--- src/rtl/assert_macros.svh ---
// Assertion macros used by the heightmap normal generator controller
`ifndef ASSERT_MACROS_SVH
`define ASSERT_MACROS_SVH

// Property must hold at every rising clock edge outside reset
`define ASSERT_CLK(lbl, clk, rstn, prop, msg) \
  lbl: assert property (@(posedge clk) disable iff (!rstn) prop) else $error(msg);

// Condition must never be true outside reset
`define ASSERT_NEVER(lbl, clk, rstn, cond, msg) \
  lbl: assert property (@(posedge clk) disable iff (!rstn) !(cond)) else $error(msg);

`endif

--- src/rtl/hmng_pkg.sv ---
// Package: types, constants and register indexes of the heightmap normal generator
`default_nettype none
package hmng_pkg;

  localparam int MAX_POINTS_DEF  = 257;
  localparam int HEIGHT_BITS_DEF = 16;

  localparam logic [15:0] ONE_Q14       = 16'd16384;
  localparam logic [15:0] SPACING_RESET = 16'd256;
  localparam logic [8:0]  POINTS_RESET  = 9'd257;

  typedef enum logic [1:0] {
    CFG_SMOOTH  = 2'd0,
    CFG_SPACING = 2'd1,
    CFG_POINTS  = 2'd2
  } cfg_idx_t;

  typedef struct packed {
    logic signed [15:0] height;
    logic               tile_start;
  } in_t;

  typedef struct packed {
    logic signed [15:0] normal_x;
    logic signed [15:0] normal_y;
    logic signed [15:0] normal_z;
    logic [7:0]         vertex_row;
    logic [7:0]         vertex_col;
    logic               last_of_tile;
  } out_t;

  typedef struct packed {
    logic signed [15:0] x;
    logic signed [15:0] y;
    logic signed [15:0] z;
  } nrm_t;

  typedef struct packed {
    logic       accept;
    logic       update;
    logic       sq;
    logic       sum;
    logic       zero;
    logic       div_init;
    logic       div_step;
    logic       sqrt_init;
    logic       sqrt_step;
    logic       store;
    logic       fin;
    logic [1:0] comp;
  } cmd_t;

  typedef struct packed {
    logic produce;
    logic s_zero;
    logic out_busy;
  } sts_t;

endpackage
`default_nettype wire

--- src/rtl/hmng_ctrl.sv ---
// Controller: sequences accept, squaring, division and root per normal component
`default_nettype none
`include "assert_macros.svh"
module hmng_ctrl
  import hmng_pkg::*;
(
  input  wire logic clk,
  input  wire logic rst_n,
  input  wire logic in_valid,
  output logic      in_ready,
  input  wire sts_t sts,
  output cmd_t      cmd
);

  typedef enum logic [9:0] {
    S_IDLE  = 10'b0000000001,
    S_RD    = 10'b0000000010,
    S_SQ    = 10'b0000000100,
    S_SUM   = 10'b0000001000,
    S_DINIT = 10'b0000010000,
    S_DIV   = 10'b0000100000,
    S_QINIT = 10'b0001000000,
    S_SQRT  = 10'b0010000000,
    S_STORE = 10'b0100000000,
    S_FIN   = 10'b1000000000
  } state_t;

  localparam logic [4:0] DIV_LAST  = 5'd30;
  localparam logic [4:0] SQRT_LAST = 5'd15;

  state_t     state_r, state_nxt;
  logic [4:0] cnt_r, cnt_nxt;
  logic [1:0] comp_r, comp_nxt;

  always_comb begin
    state_nxt = state_r;
    cnt_nxt   = cnt_r;
    comp_nxt  = comp_r;
    cmd       = '0;
    cmd.comp  = comp_r;
    in_ready  = 1'b0;
    unique case (state_r)
      S_IDLE: begin
        in_ready = 1'b1;
        if (in_valid) begin
          cmd.accept = 1'b1;
          state_nxt  = S_RD;
        end
      end
      S_RD: begin
        cmd.update = 1'b1;
        comp_nxt   = 2'd0;
        state_nxt  = sts.produce ? S_SQ : S_IDLE;
      end
      S_SQ: begin
        cmd.sq = 1'b1;
        if (comp_r == 2'd2) begin
          comp_nxt  = 2'd0;
          state_nxt = S_SUM;
        end else begin
          comp_nxt = comp_r + 2'd1;
        end
      end
      S_SUM: begin
        cmd.sum   = 1'b1;
        state_nxt = S_DINIT;
      end
      S_DINIT: begin
        if (sts.s_zero) begin
          cmd.zero  = 1'b1;
          comp_nxt  = 2'd0;
          state_nxt = S_FIN;
        end else begin
          cmd.div_init = 1'b1;
          cnt_nxt      = '0;
          state_nxt    = S_DIV;
        end
      end
      S_DIV: begin
        cmd.div_step = 1'b1;
        if (cnt_r == DIV_LAST) begin
          state_nxt = S_QINIT;
        end else begin
          cnt_nxt = cnt_r + 5'd1;
        end
      end
      S_QINIT: begin
        cmd.sqrt_init = 1'b1;
        cnt_nxt       = '0;
        state_nxt     = S_SQRT;
      end
      S_SQRT: begin
        cmd.sqrt_step = 1'b1;
        if (cnt_r == SQRT_LAST) begin
          state_nxt = S_STORE;
        end else begin
          cnt_nxt = cnt_r + 5'd1;
        end
      end
      S_STORE: begin
        cmd.store = 1'b1;
        if (comp_r == 2'd2) begin
          comp_nxt  = 2'd0;
          state_nxt = S_FIN;
        end else begin
          comp_nxt  = comp_r + 2'd1;
          state_nxt = S_DINIT;
        end
      end
      S_FIN: begin
        if (!sts.out_busy) begin
          cmd.fin   = 1'b1;
          state_nxt = S_IDLE;
        end
      end
      default: begin
        state_nxt = S_IDLE;
      end
    endcase
  end

  always_ff @(posedge clk) begin
    if (!rst_n) begin
      state_r <= S_IDLE;
      cnt_r   <= '0;
      comp_r  <= '0;
    end else begin
      state_r <= state_nxt;
      cnt_r   <= cnt_nxt;
      comp_r  <= comp_nxt;
    end
  end

  `ASSERT_CLK(a_accept_to_read, clk, rst_n, (in_valid && in_ready) |=> (state_r == S_RD), "accepted transaction did not move to read")
  `ASSERT_NEVER(a_comp_range, clk, rst_n, comp_r == 2'd3, "component index out of range")
  `ASSERT_NEVER(a_sqrt_count, clk, rst_n, (state_r == S_SQRT) && (cnt_r > SQRT_LAST), "root iteration count overrun")
  `ASSERT_CLK(a_fin_free, clk, rst_n, cmd.fin |-> !sts.out_busy, "result overwrote a waiting output")

endmodule
`default_nettype wire

--- config.mk ---
export PLATFORM = sky130hd
export DESIGN_NAME = hmng_ctrl
export DESIGN_NICKNAME = d
export VERILOG_FILES = /design/src/rtl/hmng_pkg.sv /design/src/rtl/hmng_ctrl.sv
export VERILOG_INCLUDE_DIRS = /design/src /design/src/rtl
export SDC_FILE = /design/constraint.sdc
export NUM_CORES = 1
export LEC_CHECK = 0
export ABC_AREA = 1
export BUFFER_PORTS_ARGS = -buffer_cell sky130_fd_sc_hd__buf_2
export CAP_MARGIN = 20
export CORE_MARGIN = 2
export CORE_UTILIZATION = 57
export CTS_BUF_LIST = sky130_fd_sc_hd__clkbuf_2 sky130_fd_sc_hd__clkbuf_4 sky130_fd_sc_hd__clkbuf_8
export CTS_CLUSTER_DIAMETER = 100
export DETAILED_ROUTE_END_ITERATION = 6
export PLACE_DENSITY = 0.87
export SLEW_MARGIN = 20
export SYNTH_ARGS = -nofsm -noshare
export SYNTH_HDL_FRONTEND = slang
export SYNTH_SLANG_ARGS = --single-unit
--- constraint.sdc ---
create_clock -name clk -period 1.95 [get_ports clk]
set_input_delay 0.39 -clock clk [delete_from_list [all_inputs] [get_ports clk]]
set_output_delay 0.39 -clock clk [all_outputs]
set_load 0.05 [all_outputs]
==> flow_summary.ini, run 1 <==
[sta]
maxSlewViolCount = 0
post-route-min-period_ps = 1906
fin_crit_sh = 0.9773
final.setup.tns_ps = 0
rsz0062_at_grt = true
max-slew-margin-rel = 0.8238
fin_skew_ps = 8.167
setup_viol = 0
max_freq_mhz = 524.8
timing.hold.ws_ps = 345.8
hold_viol = 0
worst_slew_pin_slew_ps = 264.0

[clock_network]
cts_buffers = 3
clk_pin_slew_ps = 100
cts_tree = yes
htreeDepth = 1
clockRootBuffer = clkbuf_4
ctsHoldBuffers = 0
cts_num_sinks = 17
clock_latency_ps = 290
clk_path_buf_depth = 2

[yosys]
synth-seq-cells = 17
synth_cells = 194
synth.cell_area_um2 = 1176
synth.avg_cell_area_um2 = 6.063
yosys_warnings = 0
ys_types = 22
synth-seq-area-share = 0.2894
synth_nets = 203
synth_top_area_frac = 0.2894
yosysTopAreaCell = dfxtp_1
yosys-top-cells-area = dfxtp_1, nand2_1, inv_1

[grt]
antenna_found_initial = 0
grt_pass1_vias = 1176
grt_overflow_total = 0
grt_max_degree = 16
grt_use_total = 0.2524
grt_first_pass_wirelength_um = 4850

[power]
power_frac_seq = 0.315
p_total_mw = 1.495
combPwrFrac = 0.548
power_per_cell_area_nw_per_um2 = 1048
intPower_mw = 0.7522
pwr-share-clk = 0.137
switchingPower_mw = 0.7427
p_leak_nw = 0.8444
peakVddDrop_mv = 0.8342
swShare = 0.4968

[setup_path]
required_ps = 1560
crit_path_max_incr_delay_ps = 350
start_kind = register
reg2reg_slack_ps = 290
worst_path_max_delay_cell = dfxtp_1
crit_arrival_ps = 1520
cp_cell_sequence = nor2_4 > nand2_4 > nor2_2 > nand2_1 > inv_1 > buf_6
crit_fanout = 6
critical_path_class = register to primary output
crit_path_end_kind = primary output

[route]
vias = 1244
drt_iter0_drc = 48
dr.pass1.iters = 4
routed_wl_um = 2933
postRouteAntennaNets = 0
drc = 0
wl_per_cell_um = 12.02
viasPerCell = 5.098

[die]
start_util = 0.5995
io_pins = 20
core_um2 = 1962
die_w_um = 49.43
num_rows = 16
die_h_um = 49.43
die_area_um2 = 2443

[place]
place_congestion = 0.8697
placed_cells = 239
place.port_buffers = 19
hpwl_um = 2307

[final_layout]
fill_cells = 173
syn_to_final_growth_pct = 21.28
fin_cells = 244
layout_common_cells = inv_1, nand2_1, nor2_1, nand3_1, dfxtp_1
antenna_cells = 0
nets = 227
layout-drive-gt1-share = 0.2488

[hold_path]
hp-class = input pin to register

[run]
drv_cap = 0

[outcome]
outcome = finished clean
==> cells by family after synthesis <==
| kind of cell | count (synthesis) | share of synthesized area |
|---|---|---|
| xor+xnor | 1 | 0.007448 |
| fa+ha+maj | 3 | 0.03192 |
| simple gates | 116 | 0.4755 |
| compound gates | 11 | 0.04787 |
| flops | 17 | 0.2894 |
| buf+inv | 46 | 0.1479 |
==> cell usage after synthesis <==
cell and count:
nand2_2 1, nand2_1 44, o22ai_1 1, nand2_4 2
nand3_2 3, nor2_1 31, nor2_2 7, dfxtp_1 17
nor3_2 1, o21ai_1 2, inv_1 43, o21ai_0 3
nand3b_1 1, inv_2 2, ha_1 3, nand4_1 1
buf_2 1, or2_2 1, nor2_4 4, xor2_1 1
nand3_1 20, a21oi_1 5
==> cell type report <==
| type | count | area (um2) | area share |
|---|---|---|---|
| inverters | 45 | 168.9 | 0.1184 |
| repair buffers | 20 | 148.9 | 0.1044 |
| flip-flops and latches | 17 | 344.1 | 0.2412 |
| multi-input cells | 131 | 700.7 | 0.4912 |
| clock buffers | 4 | 30.03 | 0.02105 |
| well taps | 27 | 33.78 | 0.02368 |
==> through the flow <==
step	setup WS, ps	cell area (um2)	utilization
after floorplan	63.11	1176	-
after global placement	313.2	1300	0.6626
after detailed placement	271.9	1300	0.6626
after CTS	4.273	1346	0.6862
after global routing	-39.36	1426	0.7270
final	44.36	1426	0.7270
==> per-layer routing <==
metal	vias up	part of all wire	global-route usage
met5	-	0	0
met4	0	0.020	0.06019
met3	6	0.072	0.03067
met2	48	0.51	0.4617
met1	561	0.40	0.3124
li1	629	-	-
==> flip-flops by register name, indices dropped and copies added, names as in the netlist <==
signal and cells:
cnt_r 5, comp_r 2, state_r 10
==> critical path, delay by kind of cell, from the launching register on <==
| family | cells | cell delay (ps) |
|---|---|---|
| buffers and inverters | 2 | 290 |
| AND/OR/NAND/NOR | 4 | 600 |
| flip-flops | 1 | 350 |
==> final timing paths <==
path | start | end | depth (start not counted)
setup / recovery | state_r[3] | cmd[3] | 6
hold / removal | sts[2] | state_r[2] | 3
hold reg to reg | comp_r[1] | comp_r[1] | 2
setup reg to reg | cnt_r[1] | state_r[7] | 10
==> timing repair <==
item | CTS | global route
setup endpoints to repair | 5 | 10
buffers inserted | 0 | 1
endpoints found under the hold margin | 0 | 0
gates resized for setup | 6 | 28
pin swaps | 0 | 3
==> power by group through the flow <==
| stage | Sequential (mW) | Clock, mW | Combinational, mW |
|---|---|---|---|
| floorplan | 0.451 | 0 | 0.600 |
| global placement | 0.456 | 0 | 0.717 |
| detailed placement | 0.462 | 0 | 0.738 |
| CTS | 0.454 | 0.209 | 0.748 |
| global route | 0.478 | 0.230 | 0.917 |
| finish | 0.471 | 0.204 | 0.820 |
No activity file was read; power rests on OpenSTA's default activity.
==> run 2, diff against run 1 <==
- CORE_UTILIZATION: 57 -> 55
- CTS_BUF_LIST: sky130_fd_sc_hd__clkbuf_2 sky130_fd_sc_hd__clkbuf_4 sky130_fd_sc_hd__clkbuf_8 -> sky130_fd_sc_hd__clkbuf_16
- PLACE_DENSITY: 0.87 -> 0.84
==> flow_summary.ini, run 2 (synthesized netlist as in run 1, its figures left out) <==
[outcome]
outcome = finished clean

[setup_path]
crit_arrival_ps = 1530
reg2reg_slack_ps = 340
required_ps = 1560
crit_fanout = 4
crit_path_start = state_r[2]
reg2reg_from = cnt_r[1]
crit_path_end_kind = primary output
critical_path_class = register to primary output
start_kind = register

[route]
postRouteAntennaNets = 0
vias = 1251
drt_iter0_drc = 67
wl_per_cell_um = 11.49
routed.top_layer = met4
routed_wl_um = 2793
wl_met3_um = 193
viasPerCell = 5.148
wl_met1_um = 1162
drc = 0
wl_met2_um = 1382
dr.pass1.iters = 4

[clock_network]
htreeDepth = 1
cts_tree = yes
ctsHoldBuffers = 0
clk_pin_slew_ps = 50
clockRootBuffer = clkbuf_16
clk_path_buf_depth = 2
cts_num_sinks = 17
clock_latency_ps = 250
cts_buffers = 3

[grt]
grt_pass1_vias = 1083
grt_first_pass_wirelength_um = 4416
grt_max_degree = 16
grt_overflow_total = 0
grt_use_total = 0.2317
antenna_found_initial = 0

[final_layout]
largest_reg_flops = 10
nets = 226
layout-drive-gt1-share = 0.2176
largest_register = state_r
postLayoutCoreUtil = 0.7146
final_common_cell = inv_1
antenna_cells = 0
syn_to_final_growth_pct = 20.43
layout_common_cells = inv_1, nand2_1, nor2_1, nand3_1, dfxtp_1
fill_cells = 166
reg_top3 = state_r (10), cnt_r (5), comp_r (2)

[die]
die_h_um = 50.24
die_area_um2 = 2524
die_w_um = 50.24
core_um2 = 1982
io_pins = 20
num_rows = 16
start_util = 0.5934

[sta]
post-route-min-period_ps = 1923
max-slew-margin-rel = 0.8179
timing.hold.ws_ps = 402.3
setup_viol = 0
fin_skew_ps = 1.173
hold_viol = 0
worst_slew_pin_slew_ps = 272.8
max_freq_mhz = 520.0
fin_crit_sh = 0.9861
maxSlewViolCount = 0

[hold_path]
hp-class = input pin to register
min-delay-start = sts[2]

[place]
hpwl_um = 2108
place.port_buffers = 19
place_congestion = 0.9212

[run]
drv_cap = 0

[power]
peakVddDrop_mv = 0.6903
power_per_cell_area_nw_per_um2 = 1171
p_leak_nw = 0.8504
-- run 2: cell count changes in the layout (fill, tap and decap cells not counted), sizes merged --
| cell | delta |
|---|---|
| inv | +1 |
| buf | -3 |
| clkbuf | +1 |
-- run 2: power breakdown --
part           internal [mW]  switching (mW)  leakage [nW]  total (mW)
Combinational          0.228           0.561         0.670       0.789
Sequential             0.401          0.0595         0.138       0.460
Clock                  0.273           0.137        0.0423       0.409
-- run 2: layer usage --
layer | global-route usage | up-vias
met3 | 0.03869 | 7
met2 | 0.4013 | 55
met1 | 0.2770 | 563
met4 | 0.1065 | 0
met5 | 0 | -
li1 | - | 626
-- run 2: metrics by stage --
stage / TNS (ps) / worst slack, ps / cell area (um2) / total power [mW] / instances
2_1_floorplan: 0 / 63.11 / 1176 / 1.050 / 194
3_3_place_gp: 0 / 300.6 / 1300 / 1.169 / 239
3_5_place_dp: 0 / 292.1 / 1300 / 1.193 / 239
4_1_cts: 0 / 0.9137 / 1379 / 1.617 / 243
5_1_grt: -30.62 / -28.23 / 1416 / 1.757 / 243
6_report: 0 / 27.06 / 1416 / 1.659 / 243
-- run 2: critical path, stage by stage, from the launching register on --
cell	delay, ps
dfxtp_1	340
nor2_4	180
nand2_1	90
nor2_2	150
nand2_1	120
nor2_1	140
clkbuf_4	250
-- run 2: cell type report --
type | instances | area (um2) | share of cell area
Clock inverter | 1 | 3.754 | 0.002650
Clock buffer | 3 | 75.07 | 0.05300
Inverter | 45 | 168.9 | 0.1193
Sequential cell | 17 | 340.3 | 0.2403
Timing Repair Buffer | 19 | 110.1 | 0.07774
Tap cell | 27 | 33.78 | 0.02385
Multi-Input combinational cell | 131 | 684.4 | 0.4832
-- run 2: what timing repair did --
action,CTS,global route
hold endpoints to repair,0,0
buffers inserted,0,0
resized for setup,0,15
endpoints found under the setup margin,0,8
-- run 2: final timing paths --
kind / end / cells after the start
setup / recovery: cmd[12] / 6
hold / removal: state_r[2] / 3
setup reg to reg: state_r[7] / 10
hold reg to reg: comp_r[1] / 2
